File: src/rtl/hsti_pkg.sv
// Package for the handheld system timer / IRQ register block.
// Holds widths, register offsets, the request opcodes and the write-port struct.
// No dependencies.
package hsti_pkg;

  // Field and port widths
  localparam int unsigned ADDR_W      = 6;
  localparam int unsigned DATA_W      = 8;
  localparam int unsigned OP_W        = 3;
  localparam int unsigned TIMER_W     = 23;
  localparam int unsigned ADDR_SPAN   = 64;
  localparam int unsigned IN_TDATA_W  = 24;
  localparam int unsigned OUT_TDATA_W = 16;

  // Default register file size
  localparam int unsigned REG_COUNT_DEF = 64;

  // Register offsets
  localparam logic [ADDR_W-1:0] OFS_BUTTONS   = 6'h20;
  localparam logic [ADDR_W-1:0] OFS_LINK      = 6'h21;
  localparam logic [ADDR_W-1:0] OFS_LINKSRC   = 6'h22;
  localparam logic [ADDR_W-1:0] OFS_TIMER     = 6'h23;
  localparam logic [ADDR_W-1:0] OFS_ACK_TIMER = 6'h24;
  localparam logic [ADDR_W-1:0] OFS_ACK_DMA   = 6'h25;
  localparam logic [ADDR_W-1:0] OFS_BANK      = 6'h26;
  localparam logic [ADDR_W-1:0] OFS_STATUS    = 6'h27;

  // Timer reload: value 0 counts as 256
  localparam logic [DATA_W:0] TIMER_VAL_ZERO = 9'h100;

  // Request kinds
  typedef enum logic [OP_W-1:0] {
    OP_READ     = 3'd0,
    OP_WRITE    = 3'd1,
    OP_TICK     = 3'd2,
    OP_DMA_DONE = 3'd3,
    OP_FRAME    = 3'd4
  } op_t;

  // Register file write port
  typedef struct packed {
    logic              en;
    logic [ADDR_W-1:0] addr;
    logic [DATA_W-1:0] data;
  } wr_req_t;

endpackage

File: src/rtl/hsti_regfile.sv
// Byte-wide register file with per-entry valid bits (unwritten entries read 0).
// One write port, one registered read port with write-to-read bypass.
// Depends on hsti_pkg.
module hsti_regfile #(
  parameter int unsigned DEPTH = hsti_pkg::REG_COUNT_DEF
) (
  input  logic                         clk,
  input  logic                         rst_n,
  input  hsti_pkg::wr_req_t            wr,
  input  logic                         rd_en,
  input  logic [hsti_pkg::ADDR_W-1:0]  rd_addr,
  output logic [hsti_pkg::DATA_W-1:0]  rd_data_r
);

  localparam int unsigned IDX_W = $clog2(DEPTH);
  localparam int unsigned CMP_W = hsti_pkg::ADDR_W + 1;

  logic [hsti_pkg::DATA_W-1:0] mem [DEPTH];
  logic [DEPTH-1:0]            valid_r;
  logic [IDX_W-1:0]            widx;
  logic [IDX_W-1:0]            ridx;
  logic                        wr_hit;
  logic                        rd_hit;
  logic                        bypass;

  assign widx   = wr.addr[IDX_W-1:0];
  assign ridx   = rd_addr[IDX_W-1:0];
  assign wr_hit = {1'b0, wr.addr} < CMP_W'(DEPTH);
  assign rd_hit = {1'b0, rd_addr} < CMP_W'(DEPTH);
  // write in the same cycle as a read of the same entry wins
  assign bypass = wr.en && wr_hit && (wr.addr == rd_addr);

  // storage
  always_ff @(posedge clk) begin
    if (wr.en && wr_hit) begin
      mem[widx] <= wr.data;
    end
  end

  // valid bits, cleared by reset
  always_ff @(posedge clk) begin
    if (!rst_n) begin
      valid_r <= '0;
    end else if (wr.en && wr_hit) begin
      valid_r[widx] <= 1'b1;
    end
  end

  // registered read
  always_ff @(posedge clk) begin
    if (rd_en) begin
      if (bypass) begin
        rd_data_r <= wr.data;
      end else if (rd_hit && valid_r[ridx]) begin
        rd_data_r <= mem[ridx];
      end else begin
        rd_data_r <= '0;
      end
    end
  end

endmodule

File: src/rtl/handheld_system_timer_irq_regs.sv
// System register block: 64-byte register file, one-shot timer, IRQ/NMI and ROM bank.
// Takes one request per cycle while out_tready is high (read, write, tick, DMA done,
// frame) and returns one result per request through the input register, the register
// file read port and the result register; a stalled output holds the flow. An output
// register decouples the sides, so a new request is taken while a result waits.
// Depends on hsti_pkg and hsti_regfile.
module handheld_system_timer_irq_regs #(
  parameter int unsigned REG_COUNT = hsti_pkg::REG_COUNT_DEF
) (
  input  logic                               clk,
  input  logic                               rst_n,
  input  logic                               in_tvalid,
  output logic                               in_tready,
  // [5:0] reg_address, [13:6] write_value, [21:14] buttons, [23:22] zero
  input  logic [hsti_pkg::IN_TDATA_W-1:0]    in_tdata,
  // [2:0] opcode
  input  logic [hsti_pkg::OP_W-1:0]          in_tuser,
  output logic                               out_tvalid,
  input  logic                               out_tready,
  // [7:0] read_value, [8] irq_line, [9] nmi_pulse, [12:10] rom_bank, [15:13] zero
  output logic [hsti_pkg::OUT_TDATA_W-1:0]   out_tdata
);

  localparam int unsigned DEPTH = (REG_COUNT < hsti_pkg::ADDR_SPAN) ?
                                  REG_COUNT : hsti_pkg::ADDR_SPAN;
  localparam int unsigned DW = hsti_pkg::DATA_W;
  localparam int unsigned TW = hsti_pkg::TIMER_W;

  // input stage
  logic                          a_valid_r;
  hsti_pkg::op_t                 a_op_r;
  logic [hsti_pkg::ADDR_W-1:0]   a_addr_r;
  logic [DW-1:0]                 a_wval_r;
  logic [DW-1:0]                 a_btn_r;

  // block state
  logic [DW-1:0] bank_r, bank_nxt;
  logic [DW-1:0] link_src_r, link_src_nxt;
  logic [TW-1:0] tcnt_r, tcnt_nxt;
  logic          trun_r, trun_nxt;
  logic          tshot_r, tshot_nxt;
  logic          dma_r, dma_nxt;

  // output stage
  logic                            out_valid_r;
  logic [hsti_pkg::OUT_TDATA_W-1:0] out_data_r;

  logic              accept;
  logic              advance;
  logic [DW-1:0]     rdata;
  logic [DW-1:0]     rd_val;
  logic              nmi;
  logic              irq;
  logic [DW:0]       tval;
  hsti_pkg::wr_req_t wr_req;

  // handshake
  assign advance   = a_valid_r && (!out_valid_r || out_tready);
  assign in_tready = !a_valid_r || advance;
  assign accept    = in_tvalid && in_tready;

  always_ff @(posedge clk) begin
    if (!rst_n) begin
      a_valid_r <= 1'b0;
    end else if (accept) begin
      a_valid_r <= 1'b1;
    end else if (advance) begin
      a_valid_r <= 1'b0;
    end
  end

  always_ff @(posedge clk) begin
    if (accept) begin
      a_op_r   <= hsti_pkg::op_t'(in_tuser);
      a_addr_r <= in_tdata[5:0];
      a_wval_r <= in_tdata[13:6];
      a_btn_r  <= in_tdata[21:14];
    end
  end

  // register file: read at accept, write when the request completes
  assign wr_req.en   = advance && (a_op_r == hsti_pkg::OP_WRITE);
  assign wr_req.addr = a_addr_r;
  assign wr_req.data = a_wval_r;

  hsti_regfile #(
    .DEPTH (DEPTH)
  ) u_regfile (
    .clk       (clk),
    .rst_n     (rst_n),
    .wr        (wr_req),
    .rd_en     (accept),
    .rd_addr   (in_tdata[5:0]),
    .rd_data_r (rdata)
  );

  // request decode and state update
  always_comb begin
    bank_nxt     = bank_r;
    link_src_nxt = link_src_r;
    tcnt_nxt     = tcnt_r;
    trun_nxt     = trun_r;
    tshot_nxt    = tshot_r;
    dma_nxt      = dma_r;
    rd_val       = '0;
    nmi          = 1'b0;
    tval         = (a_wval_r == '0) ? hsti_pkg::TIMER_VAL_ZERO : {1'b0, a_wval_r};
    case (a_op_r)
      hsti_pkg::OP_READ: begin
        case (a_addr_r)
          hsti_pkg::OFS_BUTTONS:   rd_val = a_btn_r;
          hsti_pkg::OFS_LINK:      rd_val = {rdata[7:4], link_src_r[3:0]};
          hsti_pkg::OFS_STATUS:    rd_val = {rdata[7:2], dma_r, tshot_r};
          hsti_pkg::OFS_ACK_TIMER: begin
            rd_val    = rdata;
            tshot_nxt = 1'b0;
          end
          hsti_pkg::OFS_ACK_DMA: begin
            rd_val  = rdata;
            dma_nxt = 1'b0;
          end
          default:                 rd_val = rdata;
        endcase
      end
      hsti_pkg::OP_WRITE: begin
        if (a_addr_r == hsti_pkg::OFS_BANK) begin
          bank_nxt = a_wval_r;
        end
        if (a_addr_r == hsti_pkg::OFS_LINKSRC) begin
          link_src_nxt = a_wval_r;
        end
        if (a_addr_r == hsti_pkg::OFS_TIMER) begin
          // prescaler 16384 or 256 is a shift
          if (bank_r[4]) begin
            tcnt_nxt = {tval, 14'b0};
          end else begin
            tcnt_nxt = TW'({tval, 8'b0});
          end
          trun_nxt = 1'b1;
        end
      end
      hsti_pkg::OP_TICK: begin
        if (trun_r) begin
          tcnt_nxt = tcnt_r - TW'(1);
          if (tcnt_nxt == '0) begin
            tshot_nxt = 1'b1;
            trun_nxt  = 1'b0;
          end
        end
      end
      hsti_pkg::OP_DMA_DONE: dma_nxt = 1'b1;
      hsti_pkg::OP_FRAME:    nmi     = bank_r[0];
      default: ;
    endcase
    irq = (tshot_nxt && bank_nxt[1]) || (dma_nxt && bank_nxt[2]);
  end

  always_ff @(posedge clk) begin
    if (!rst_n) begin
      bank_r     <= '0;
      link_src_r <= '0;
      tcnt_r     <= '0;
      trun_r     <= 1'b0;
      tshot_r    <= 1'b0;
      dma_r      <= 1'b0;
    end else if (advance) begin
      bank_r     <= bank_nxt;
      link_src_r <= link_src_nxt;
      tcnt_r     <= tcnt_nxt;
      trun_r     <= trun_nxt;
      tshot_r    <= tshot_nxt;
      dma_r      <= dma_nxt;
    end
  end

  // result register
  always_ff @(posedge clk) begin
    if (!rst_n) begin
      out_valid_r <= 1'b0;
    end else if (advance) begin
      out_valid_r <= 1'b1;
    end else if (out_tready) begin
      out_valid_r <= 1'b0;
    end
  end

  always_ff @(posedge clk) begin
    if (advance) begin
      out_data_r <= {3'b000, bank_nxt[7:5], nmi, irq, rd_val};
    end
  end

  assign out_tvalid = out_valid_r;
  assign out_tdata  = out_data_r;

endmodule
File: config.mk
export PLATFORM = sky130hd
export DESIGN_NAME = handheld_system_timer_irq_regs
export DESIGN_NICKNAME = d
export VERILOG_FILES = /design/src/rtl/hsti_pkg.sv /design/src/rtl/hsti_regfile.sv /design/src/rtl/handheld_system_timer_irq_regs.sv
export SDC_FILE = /design/constraint.sdc
export NUM_CORES = 1
export LEC_CHECK = 0
export BUFFER_PORTS_ARGS = -buffer_cell sky130_fd_sc_hd__buf_2
export CAP_MARGIN = 20
export CELL_PAD_IN_SITES_DETAIL_PLACEMENT = 2
export CELL_PAD_IN_SITES_GLOBAL_PLACEMENT = 2
export CORE_ASPECT_RATIO = 1.4
export CORE_MARGIN = 5
export CORE_UTILIZATION = 45
export DETAILED_ROUTE_END_ITERATION = 8
export PLACE_DENSITY = 0.78
export SETUP_SLACK_MARGIN = 0.02
export SYNTH_ARGS = -nofsm -noshare
export SYNTH_HDL_FRONTEND = slang
export SYNTH_SLANG_ARGS = --single-unit
export TNS_END_PERCENT = 20
File: constraint.sdc
create_clock -name clk -period 6.7 [get_ports clk]
set_input_delay 1.34 -clock clk [delete_from_list [all_inputs] [get_ports clk]]
set_output_delay 1.34 -clock clk [all_outputs]
set_load 0.05 [all_outputs]
==> results.json, run 1 <==
{
  "fin_tns_setup_ps": 0,
  "grtUsageMet3_pct": 3.20,
  "start_util_pct": 45.6,
  "final_cell_mix": "edfxtp_1, mux4_2, dfxtp_1",
  "fin_total_pwr_uw": 8840,
  "min_path_type": "register to register",
  "max_freq_mhz": 259,
  "synthDistinctLibCells": 67,
  "wl_per_cell_microns": 34.2,
  "setup_violations": 0,
  "diodes": 0,
  "synth_area_sq_um": 26300,
  "globalplace.congestion": 0.813,
  "crit_arrival_ps": 4210,
  "clk_latency_ps": 620,
  "vias": 14800,
  "cts_tree": "built",
  "cts_root_buf": "clkbuf_16",
  "clk_pin_slew_ps": 70,
  "cts_buffers": 66,
  "required_ps": 7050,
  "ys_ff_latch": 661,
  "die-height_microns": 296,
  "synthFlopType": "edfxtp_1",
  "drv_cap": 0,
  "path_class": "input port to register",
  "cts_max_level": 3,
  "met1_usage_pct": 31.5,
  "drt-initial-drc-count": 1443,
  "wirelength_microns": 80200,
  "die-area_sq_um": 63400,
  "use_met2_pct": 45.9,
  "p_leak_uw": 0.00942,
  "num-fill-cells": 5010,
  "mostFrequentLayoutCell": "edfxtp_1",
  "ir_drop_mv": 0.248,
  "grt_pass1_wl_microns": 118000,
  "slew_headroom_pct": 23.4,
  "yosysSeqAreaShare_pct": 71.6,
  "io_buffers": 43,
  "finalHoldViolCount": 0,
  "cts_setup_buffers": 0,
  "ys_async_sr_fraction_pct": 0,
  "core_sq_um": 57600,
  "areaGrowthSynthToFinish_pct": 12.6,
  "finClkSkew_ps": 29.1,
  "rsz0062_at_grt": "no",
  "pin_count": 49,
  "crit_family": "buffers and inverters",
  "antenna_found_initial": 0,
  "cts_resized": 0,
  "avgSynthCellArea_sq_um": 17.4,
  "hpwlAfterDp_microns": 48600,
  "tightestPinTransition_ps": 1150,
  "yosysWarnings": 0,
  "end_kind": "register",
  "finalNetCount": 1586,
  "drtAntennaViolNets": 0,
  "critPathSlowestCell": "buf_8",
  "numClockSinks": 661,
  "drive_gt1_share_pct": 21.1,
  "synth_edf_count": 558,
  "drv_slew": 0,
  "die_w_microns": 214,
  "critical_path_buf_inv_count": 2,
  "cts_hold_buf": 0,
  "grt_pass1_vias": 16400,
  "gr-total-overflow": 0,
  "cp-start-kind": "input port",
  "via_per_inst": 6.32,
  "netlist_instances": 1507,
  "grtUsageTotal_pct": 25.4,
  "slowest_delay_ps": 630,
  "top_usage_layer": "met2",
  "fin_crit_ps": 3860,
  "run_status": "finished clean",
  "crit_chain": "buf_8 > buf_4 > mux4_2 > a22oi_1 > a21oi_1 > nor4_1 > o21ai_1",
  "clockBufferDepth": 3,
  "dr.pass1.iters": 7,
  "fin_crit_sh_pct": 57.5,
  "p_per_area_nw_per_um2": 299,
  "drc": 0,
  "worstPathMaxFanout": 75,
  "grt_max_degree": 104,
  "rows": 104
}
## synthesized netlist by cell type (all sizes together), types with 4 or more instances
cell type / count / area share [%]
a211oi: 4 / 0.11
a21boi: 7 / 0.20
a21oi: 55 / 1.0
a22oi: 69 / 2.0
a31oi: 6 / 0.14
and2: 5 / 0.12
and3: 4 / 0.095
buf: 44 / 0.83
clkbuf: 52 / 0.74
dfxtp: 103 / 7.8
edfxtp: 558 / 64
inv: 7 / 0.10
mux2: 5 / 0.21
mux2i: 36 / 1.4
mux4: 140 / 12
nand2: 37 / 0.53
nand2b: 10 / 0.24
nand3: 13 / 0.25
nand3b: 7 / 0.20
nand4: 4 / 0.095
nor2: 91 / 1.3
nor2b: 28 / 0.67
nor3: 13 / 0.25
nor4: 24 / 0.68
o21a: 66 / 1.9
o21ai: 42 / 0.80
o31a: 4 / 0.13
or2: 7 / 0.17
or3: 8 / 0.19
or4: 7 / 0.24
xnor2: 4 / 0.13
xor2: 7 / 0.23
## stage by stage
| stage | hold WS [ps] | instance area, sq um | util (%) | instances | setup WS (ps) |
|---|---|---|---|---|---|
| floorplan | 435 | 26300 | - | 1509 | 3050 |
| global placement | 441 | 27300 | 47.3 | 2223 | 2270 |
| finish | 473 | 29600 | 51.3 | 2345 | 2840 |
| global route | 501 | 29600 | 51.3 | 2345 | 2740 |
| detailed placement | 457 | 27300 | 47.4 | 2224 | 2230 |
| CTS | 473 | 29600 | 51.3 | 2342 | 2770 |
## where the power goes
group | internal (uW) | switching, uW
Sequential | 4480 | 23.1
Combinational | 134 | 288
Clock | 2290 | 1620
## cells by family after synthesis
family	count (synthesis)	share of synthesized area [%]
DFF	661	71.6
muxes	181	13.6
buffers and inverters	103	1.67
xor gates and xnor gates	11	0.367
and+or+nand+nor	273	5.56
adders and majority gates	2	0.0952
other	1	0.0143
AOI/OAI and AO/OA	275	7.11
## registers in the layout, summed over array words and instances, names as in the netlist, 3 cells and up
| name | count |
|---|---|
| u_regfile.mem | 512 |
| a_btn_r | 8 |
| bank_r | 7 |
| tcnt_r | 23 |
| a_addr_r | 6 |
| u_regfile.valid_r | 64 |
| a_wval_r | 8 |
| link_src_r | 4 |
| a_op_r | 3 |
| u_regfile.rd_data_r | 8 |
| out_tdata | 13 |
## path summary, 6_finish.rpt
kind / startpoint / to / slack, ps / cells past startpoint
worst min-delay path: u_regfile.valid_r[12]$_SDFFE_PN0P_ / u_regfile.valid_r[12]$_SDFFE_PN0P_ / 470 / 1
worst min register to register: u_regfile.valid_r[12]$_SDFFE_PN0P_ / u_regfile.valid_r[12]$_SDFFE_PN0P_ / 470 / 1
worst max register to register: a_op_r[2]$_DFFE_PP_ / u_regfile.mem[50][1]$_DFFE_PP_ / 3100 / 5
worst max-delay path: in_tdata[0] / u_regfile.rd_data_r[4]$_DFFE_PP_ / 2840 / 7
## layer usage
layer	share of wire [%]	vias to the layer above
met1	38	7978
met4	3.7	0
met5	0	-
met3	4.9	142
li1	-	6158
met2	53	541
## area by class of cell
class	instances	area (sq um)	area share, %
Sequential cell	661	18800	63.6
Timing Repair Buffer	72	517	1.75
Clock inverter	28	384	1.30
Tap cell	742	928	3.14
Multi-Input combinational cell	745	7070	23.9
Inverter	7	26.3	0.0888
Clock buffer	90	1850	6.24
Note: power is estimated with default switching activity, not from simulation.
==> run 2, diff against run 1 <==
--- a/config.mk
+++ b/config.mk
@@ -5,13 +5,14 @@
 export SDC_FILE = /design/constraint.sdc
 export NUM_CORES = 1
 export LEC_CHECK = 0
+export ABC_AREA = 1
 export BUFFER_PORTS_ARGS = -buffer_cell sky130_fd_sc_hd__buf_2
 export CAP_MARGIN = 20
 export CELL_PAD_IN_SITES_DETAIL_PLACEMENT = 2
 export CELL_PAD_IN_SITES_GLOBAL_PLACEMENT = 2
 export CORE_ASPECT_RATIO = 1.4
 export CORE_MARGIN = 5
-export CORE_UTILIZATION = 45
+export CORE_UTILIZATION = 38
 export DETAILED_ROUTE_END_ITERATION = 8
 export PLACE_DENSITY = 0.78
 export SETUP_SLACK_MARGIN = 0.02
==> constraint.sdc (replaced) <==
create_clock -name clk -period 3.1 [get_ports clk]
set_input_delay 0.62 -clock clk [delete_from_list [all_inputs] [get_ports clk]]
set_output_delay 0.62 -clock clk [all_outputs]
set_load 0.05 [all_outputs]
==> run 2 against run 1 <==
Core utilization is 7.6 points lower. Total power is 120% higher. Non-clock buffer count is 88 higher. Sequential cell count stayed put. Register-to-register slack worse by 2500 ps. Count of clock-buffer cells in the layout is 4 higher. Clock skew is 5.6 ps lower. Global-route usage is 0.23 points lower. Hold slack worse by 310 ps. Worst setup slack worse by 2300 ps.
==> results.json, run 2 <==
{
  "run_status": "finished clean",
  "mostFrequentLayoutCell": "edfxtp_1",
  "die-area_sq_um": 78100,
  "finalHoldViolCount": 0,
  "drv_slew": 0,
  "grt_pass1_wl_microns": 149000,
  "netSwitchingPower_uw": 4670,
  "fin_crit_ps": 2550,
  "wl_met2_microns": 51900,
  "clk_pin_slew_ps": 60,
  "numClockSinks": 661,
  "power_frac_comb_pct": 6.6,
  "grtUsageTotal_pct": 25.1,
  "drt-initial-drc-count": 1763,
  "critPathSlowestCell": "nand4_1",
  "finalNetCount": 2711,
  "cts_buffers": 67,
  "end_kind": "register",
  "grt_max_degree": 127,
  "io_buffers": 43,
  "power_frac_clock_pct": 43.7,
  "crit_family": "simple AND/OR/NAND/NOR gates",
  "min_path_type": "input port to register",
  "p_sw_share_pct": 23.9,
  "fin_total_pwr_uw": 19500,
  "pin_count": 49,
  "globalplace.congestion": 0.798,
  "yosysSeqAreaShare_pct": 68.3,
  "setup_violations": 0,
  "cp-start-kind": "register",
  "yosys.area_share.adder_pct": 0.0908,
  "cts_tree": "built",
  "die-height_microns": 329,
  "ys_async_sr_fraction_pct": 0,
  "gr-total-overflow": 0,
  "yosys.area_share.simple_pct": 17.0,
  "p_seq_share_pct": 49.7,
  "wl_met3_microns": 4420,
  "clockBufferDepth": 3,
  "slowest_delay_ps": 560,
  "required_ps": 3420,
  "drv_cap": 0,
  "slew_headroom_pct": 32.4,
  "finClkSkew_ps": 23.5,
  "drtAntennaViolNets": 0,
  "dr.pass1.iters": 5,
  "synthFlopType": "edfxtp_1",
  "cts_hold_buf": 0,
  "final_cell_mix": "edfxtp_1, nor2_1, nand2_1",
  "synth_xor_area_share_pct": 0.0953,
  "critical_path_buf_inv_count": 2,
  "drc": 0,
  "synth_compound_area_share_pct": 10.4,
  "core_sq_um": 72300,
  "start_util_pct": 38.1,
  "worstPathMaxFanout": 10,
  "synthDistinctLibCells": 47,
  "cts_max_level": 3,
  "synth_edf_count": 558,
  "p_leak_uw": 0.0113,
  "internal_power_uw": 14800,
  "yosysWarnings": 0,
  "wl_per_cell_microns": 26.9,
  "cts_setup_buffers": 0,
  "top_layer_used": "met4",
  "synth_top_family_by_area": "simple AND/OR/NAND/NOR gates",
  "crit_chain": "inv_1 > nand3_1 > nor2_4 > nand4_1 > nor2_1 > buf_4",
  "max_freq_mhz": 392,
  "rsz0062_at_grt": "no",
  "tightestPinTransition_ps": 1010,
  "path_class": "register to register",
  "synth.most_common_cell": "edfxtp_1",
  "rows": 117,
  "hpwlAfterDp_microns": 59400,
  "netlist_top_cells_count": "edfxtp_1, nor2_1, nand2_1, o21ai_0, o22ai_1",
  "areaGrowthSynthToFinish_pct": 14.6,
  "clk_latency_ps": 640,
  "avgSynthCellArea_sq_um": 10.6,
  "ys_ff_latch": 661,
  "cts_root_buf": "clkbuf_16",
  "fin_tns_setup_ps": 0,
  "antenna_found_initial": 0,
  "netlist.area_leader.share_pct": 60.8,
  "via_per_inst": 5.73,
  "synthTopCellsByArea": "edfxtp_1, dfxtp_1, nor2_1",
  "fin_crit_sh_pct": 82.2,
  "top_register": "u_regfile.mem",
  "ir_drop_mv": 0.462,
  "largestRegisters": "u_regfile.mem (512), u_regfile.valid_r (64), tcnt_r (23)",
  "die_w_microns": 238,
  "utilization_pct": 43.7,
  "synth_area_leader_cell": "edfxtp_1",
  "wirelength_microns": 99300,
  "largest_register_ffs": 512,
  "wl_met1_microns": 37100,
  "p_per_area_nw_per_um2": 617,
  "synthMuxAreaShare_pct": 0,
  "netlist_instances": 2591,
  "crit_arrival_ps": 2870,
  "synth_area_sq_um": 27600,
  "grt_pass1_vias": 23800,
  "drive_gt1_share_pct": 11.1,
  "vias": 21100,
  "cts_resized": 0
}
## run 2: logic make-up (layout without fill, tap and decap cells)
family,after synthesis,count (layout)
buffers and inverters,240,380
xor gates and xnor gates,3,3
and+or+nand+nor,1161,1161
adders and majority gates,2,2
AOI/OAI and AO/OA,523,523
other,1,4
DFF,661,661
## run 2: stage by stage
step | instance area [sq um] | worst slack (ps) | instances | hold WS (ps)
after detailed placement | 29300 | 71.2 | 3561 | 470
after CTS | 31600 | 577 | 3685 | 132
after global routing | 31600 | 419 | 3685 | 144
after floorplan | 27600 | 840 | 2593 | 435
final | 31600 | 551 | 3686 | 161
after global placement | 29300 | 176 | 3561 | 444
## run 2: cell type report
cell class              count  area, sq um
diodes                      1         2.50
well taps                 952         1190
clock inverters            30          345
repair buffers            160         1340
multi-input cells        1692         7620
inverters                  96          370
fillers                  7561        40700
flip-flops and latches    661        18800
clock buffers              94         1920
## run 2: worst register-to-register path, delay by kind of cell, from the launching register on
| kind | cells | cell delay, ps |
|---|---|---|
| flops | 1 | 410 |
| simple gates | 4 | 1430 |
| buf+inv | 2 | 390 |
## run 2: power groups by stage
stage / clock network (uW) / registers (uW) / logic (uW)
after floorplan: 0 / 9970 / 648
after global placement: 0 / 9890 / 1170
after detailed placement: 0 / 9900 / 1250
after CTS: 8660 / 9700 / 1280
after global routing: 9040 / 9700 / 1370
final: 8530 / 9710 / 1280
## run 2: final timing paths
| check | startpoint | to | slack (ps) | cells after the start |
|---|---|---|---|---|
| hold / removal | in_tdata[11] | a_wval_r[5]$_DFFE_PP_ | 160 | 1 |
| setup / recovery | a_op_r[2]$_DFFE_PP_ | u_regfile.mem[55][0]$_DFFE_PP_ | 550 | 6 |
| hold reg to reg | u_regfile.valid_r[33]$_SDFFE_PN0P_ | u_regfile.valid_r[33]$_SDFFE_PN0P_ | 480 | 2 |
| setup reg to reg | a_op_r[2]$_DFFE_PP_ | u_regfile.mem[55][0]$_DFFE_PP_ | 550 | 6 |
## run 2: routing by layer
metal | vias to the layer above | GRT usage [%]
met4 | 0 | 13.8
met2 | 674 | 45.6
met1 | 11000 | 28.8
met5 | - | 0
met3 | 259 | 3.12
li1 | 9195 | -
==> run 3, diff against run 2 <==
==> constraint.sdc (replaced) <==
create_clock -name clk -period 2.1 [get_ports clk]
set_input_delay 0.42 -clock clk [delete_from_list [all_inputs] [get_ports clk]]
set_output_delay 0.42 -clock clk [all_outputs]
set_load 0.05 [all_outputs]
==> run 3 against run 2 <==
The flow now finishes with violations (negative setup slack). Largest power group unchanged. Critical path type unchanged. Critical endpoint is now out_tdata[6]$_SDFFCE_PN0P_. Clock power is 44% higher. Sequential cell count unchanged. Non-clock buffer count up 146. Final cell count up 3.9%. Global-route usage is 2.2 points higher. Maximum frequency increased by 2.6%. Hold slack worse by 26 ps.
==> results.json, run 3 (same netlist as run 2, synthesis figures left out) <==
{
  "run_status": "complete, but fails checks",
  "violations": "negative setup slack",
  "drv_cap": 0,
  "num-fill-cells": 7384,
  "die_w_microns": 238,
  "drive_gt1_share_pct": 17.7,
  "wirelength_microns": 117000,
  "clk_latency_ps": 650,
  "largest_register_ffs": 512,
  "max_freq_mhz": 403,
  "placed_cell_area_sq_um": 30200,
  "numClockSinks": 661,
  "cts_buffers": 66,
  "end_kind": "register",
  "mostFrequentLayoutCell": "edfxtp_1",
  "pin_count": 49,
  "cts_tree": "built",
  "rsz0062_at_grt": "yes",
  "largestRegisters": "u_regfile.mem (512), u_regfile.valid_r (64), tcnt_r (23)",
  "power_frac_clock_pct": 42.7,
  "grt_pass1_vias": 24700,
  "path_class": "register to register",
  "drtAntennaViolNets": 0,
  "crit_arrival_ps": 2830,
  "drt-initial-drc-count": 2080,
  "grtUsageTotal_pct": 27.4,
  "cts_max_level": 3,
  "fin_ws_ps": -383,
  "critPathSlowestCell": "o21ai_0",
  "clockBufferDepth": 3,
  "reg2reg_to": "out_tdata[6]$_SDFFCE_PN0P_",
  "ir_drop_mv": 0.766,
  "via_per_inst": 5.90,
  "utilization_pct": 45.8,
  "internal_power_uw": 21500,
  "cpMostUsedCell": "nor2_1",
  "diodes": 0,
  "slew_headroom_pct": 30.4,
  "setup_violations": 342,
  "power_frac_comb_pct": 7.7,
  "required_ps": 2450,
  "crit_chain": "inv_1 > nor2_4 > nand2_1 > nor2_1 > buf_4 > o21ai_0 > nor2_1",
  "final-seq-area_sq_um": 18800,
  "wl_per_cell_microns": 30.4,
  "top_register": "u_regfile.mem",
  "fin_crit_ps": 2480,
  "core_sq_um": 72300,
  "fin_crit_sh_pct": 118,
  "drc": 0,
  "p_seq_share_pct": 49.6,
  "grt_pass1_wl_microns": 161000,
  "antenna_found_initial": 3,
  "p_per_area_nw_per_um2": 873,
  "tightestPinTransition_ps": 1040,
  "globalplace.congestion": 0.823,
  "multi_input_area_sq_um": 7910,
  "grt_max_degree": 69,
  "vias": 22600,
  "rr_worst_depth": 7,
  "p_leak_uw": 0.0120,
  "min_path_cells": 1,
  "finalHoldViolCount": 0,
  "worstPathMaxFanout": 8,
  "die-area_sq_um": 78100,
  "finalNetCount": 2858,
  "cp-start-kind": "register",
  "clk_pin_slew_ps": 90,
  "finClkSkew_ps": 48.7,
  "dr.pass1.iters": 5,
  "netSwitchingPower_uw": 7410,
  "min_path_type": "input port to register",
  "final_cell_mix": "edfxtp_1, nor2_1, nand2_1",
  "hpwlAfterDp_microns": 64100,
  "rrSetupSlack_ps": -380,
  "areaGrowthSynthToFinish_pct": 20.2,
  "fin_area_sq_um": 33100,
  "start_util_pct": 38.1,
  "drv_slew": 0,
  "rows": 117,
  "p_sw_share_pct": 25.6,
  "cts_root_buf": "clkbuf_16",
  "r2r_start": "a_addr_r[5]$_DFFE_PP_",
  "gr-total-overflow": 0,
  "worstHoldStart": "in_tdata[3]",
  "slowest_delay_ps": 690,
  "io_buffers": 43,
  "fin_tns_setup_ps": -27060,
  "die-height_microns": 329,
  "min_to": "a_addr_r[3]$_DFFE_PP_"
}
[run 3: changes by cell type in the layout (fill, tap and decap cells not counted), moves of 9 or more]
cell / before / now
nand2_1: 458 / 441
nor2_4: 7 / 17
dlygate4sd3_1: 0 / 19
nand2_2: 5 / 21
buf_6: 0 / 17
nor2_1: 548 / 512
nor2_2: 5 / 33
buf_4: 99 / 195
inv_1: 83 / 74
buf_12: 19 / 31
[run 3: critical path: cells and delay by family (launching register included)]
kind / cells / cell delay [ps]
compound gates: 1 / 690
flops: 1 / 480
buf+inv: 2 / 420
simple gates: 4 / 590
[run 3: repair_timing]
item	4_1_cts	5_1_grt
buffers inserted	2	23
hold buffers	19	0
pin swaps	5	12
gates resized for setup	26	96
cloned	2	4
hold endpoints to repair	19	0
endpoints found under the setup margin	378	404
[run 3: power by group through the flow]
stage	Combinational [uW]	Sequential (uW)	Clock, uW
floorplan	958	14700	0
global placement	1850	14600	0
detailed placement	1970	14600	0
CTS	2080	14300	12200
global route	2330	14300	13000
finish	2230	14300	12300
[run 3: area by class of cell]
class,count,share of cell area (%)
timing repair buffer,306,8.13
tap,952,3.59
clock inverter,36,0.887
sequential,661,56.8
clock buffer,84,5.53
inverter,96,1.16
multi-input combinational,1694,23.9
[run 3: worst max-delay path by stage]
stage / start / endpoint / slack, ps / cells after the start
3_3_place_gp: in_tdata[0] / u_regfile.rd_data_r[6]$_DFFE_PP_ / -240 / 10
6_report: a_addr_r[5]$_DFFE_PP_ / out_tdata[6]$_SDFFCE_PN0P_ / -380 / 7
3_5_place_dp: in_tdata[0] / u_regfile.rd_data_r[3]$_DFFE_PP_ / -360 / 14
5_1_grt: a_addr_r[5]$_DFFE_PP_ / out_tdata[6]$_SDFFCE_PN0P_ / -390 / 7
2_1_floorplan: out_tvalid$_SDFFE_PN0P_ / u_regfile.mem[33][0]$_DFFE_PP_ / -60 / 5
4_1_cts: a_addr_r[1]$_DFFE_PP_ / u_regfile.valid_r[6]$_SDFFE_PN0P_ / -40 / 9
[run 3: through the flow]
| stage | hold WS, ps | setup slack, ps | total power [uW] | cells |
|---|---|---|---|---|
| 2_1_floorplan | 435 | -56.0 | 15700 | 2593 |
| 3_3_place_gp | 443 | -236 | 16500 | 3659 |
| 3_5_place_dp | 467 | -358 | 16600 | 3659 |
| 4_1_cts | 90.0 | -44.5 | 28600 | 3802 |
| 5_1_grt | 139 | -388 | 29600 | 3829 |
| 6_report | 135 | -383 | 28900 | 3829 |
[run 3: metal layers]
layer  up-vias  part of all wire, %  GRT usage, %
met5         -                0.035             0
met4         6                  7.0          17.4
met3       414                  5.3          3.93
met2      1000                   52          49.1
met1     11700                   36          30.3
li1       9492                    -             -
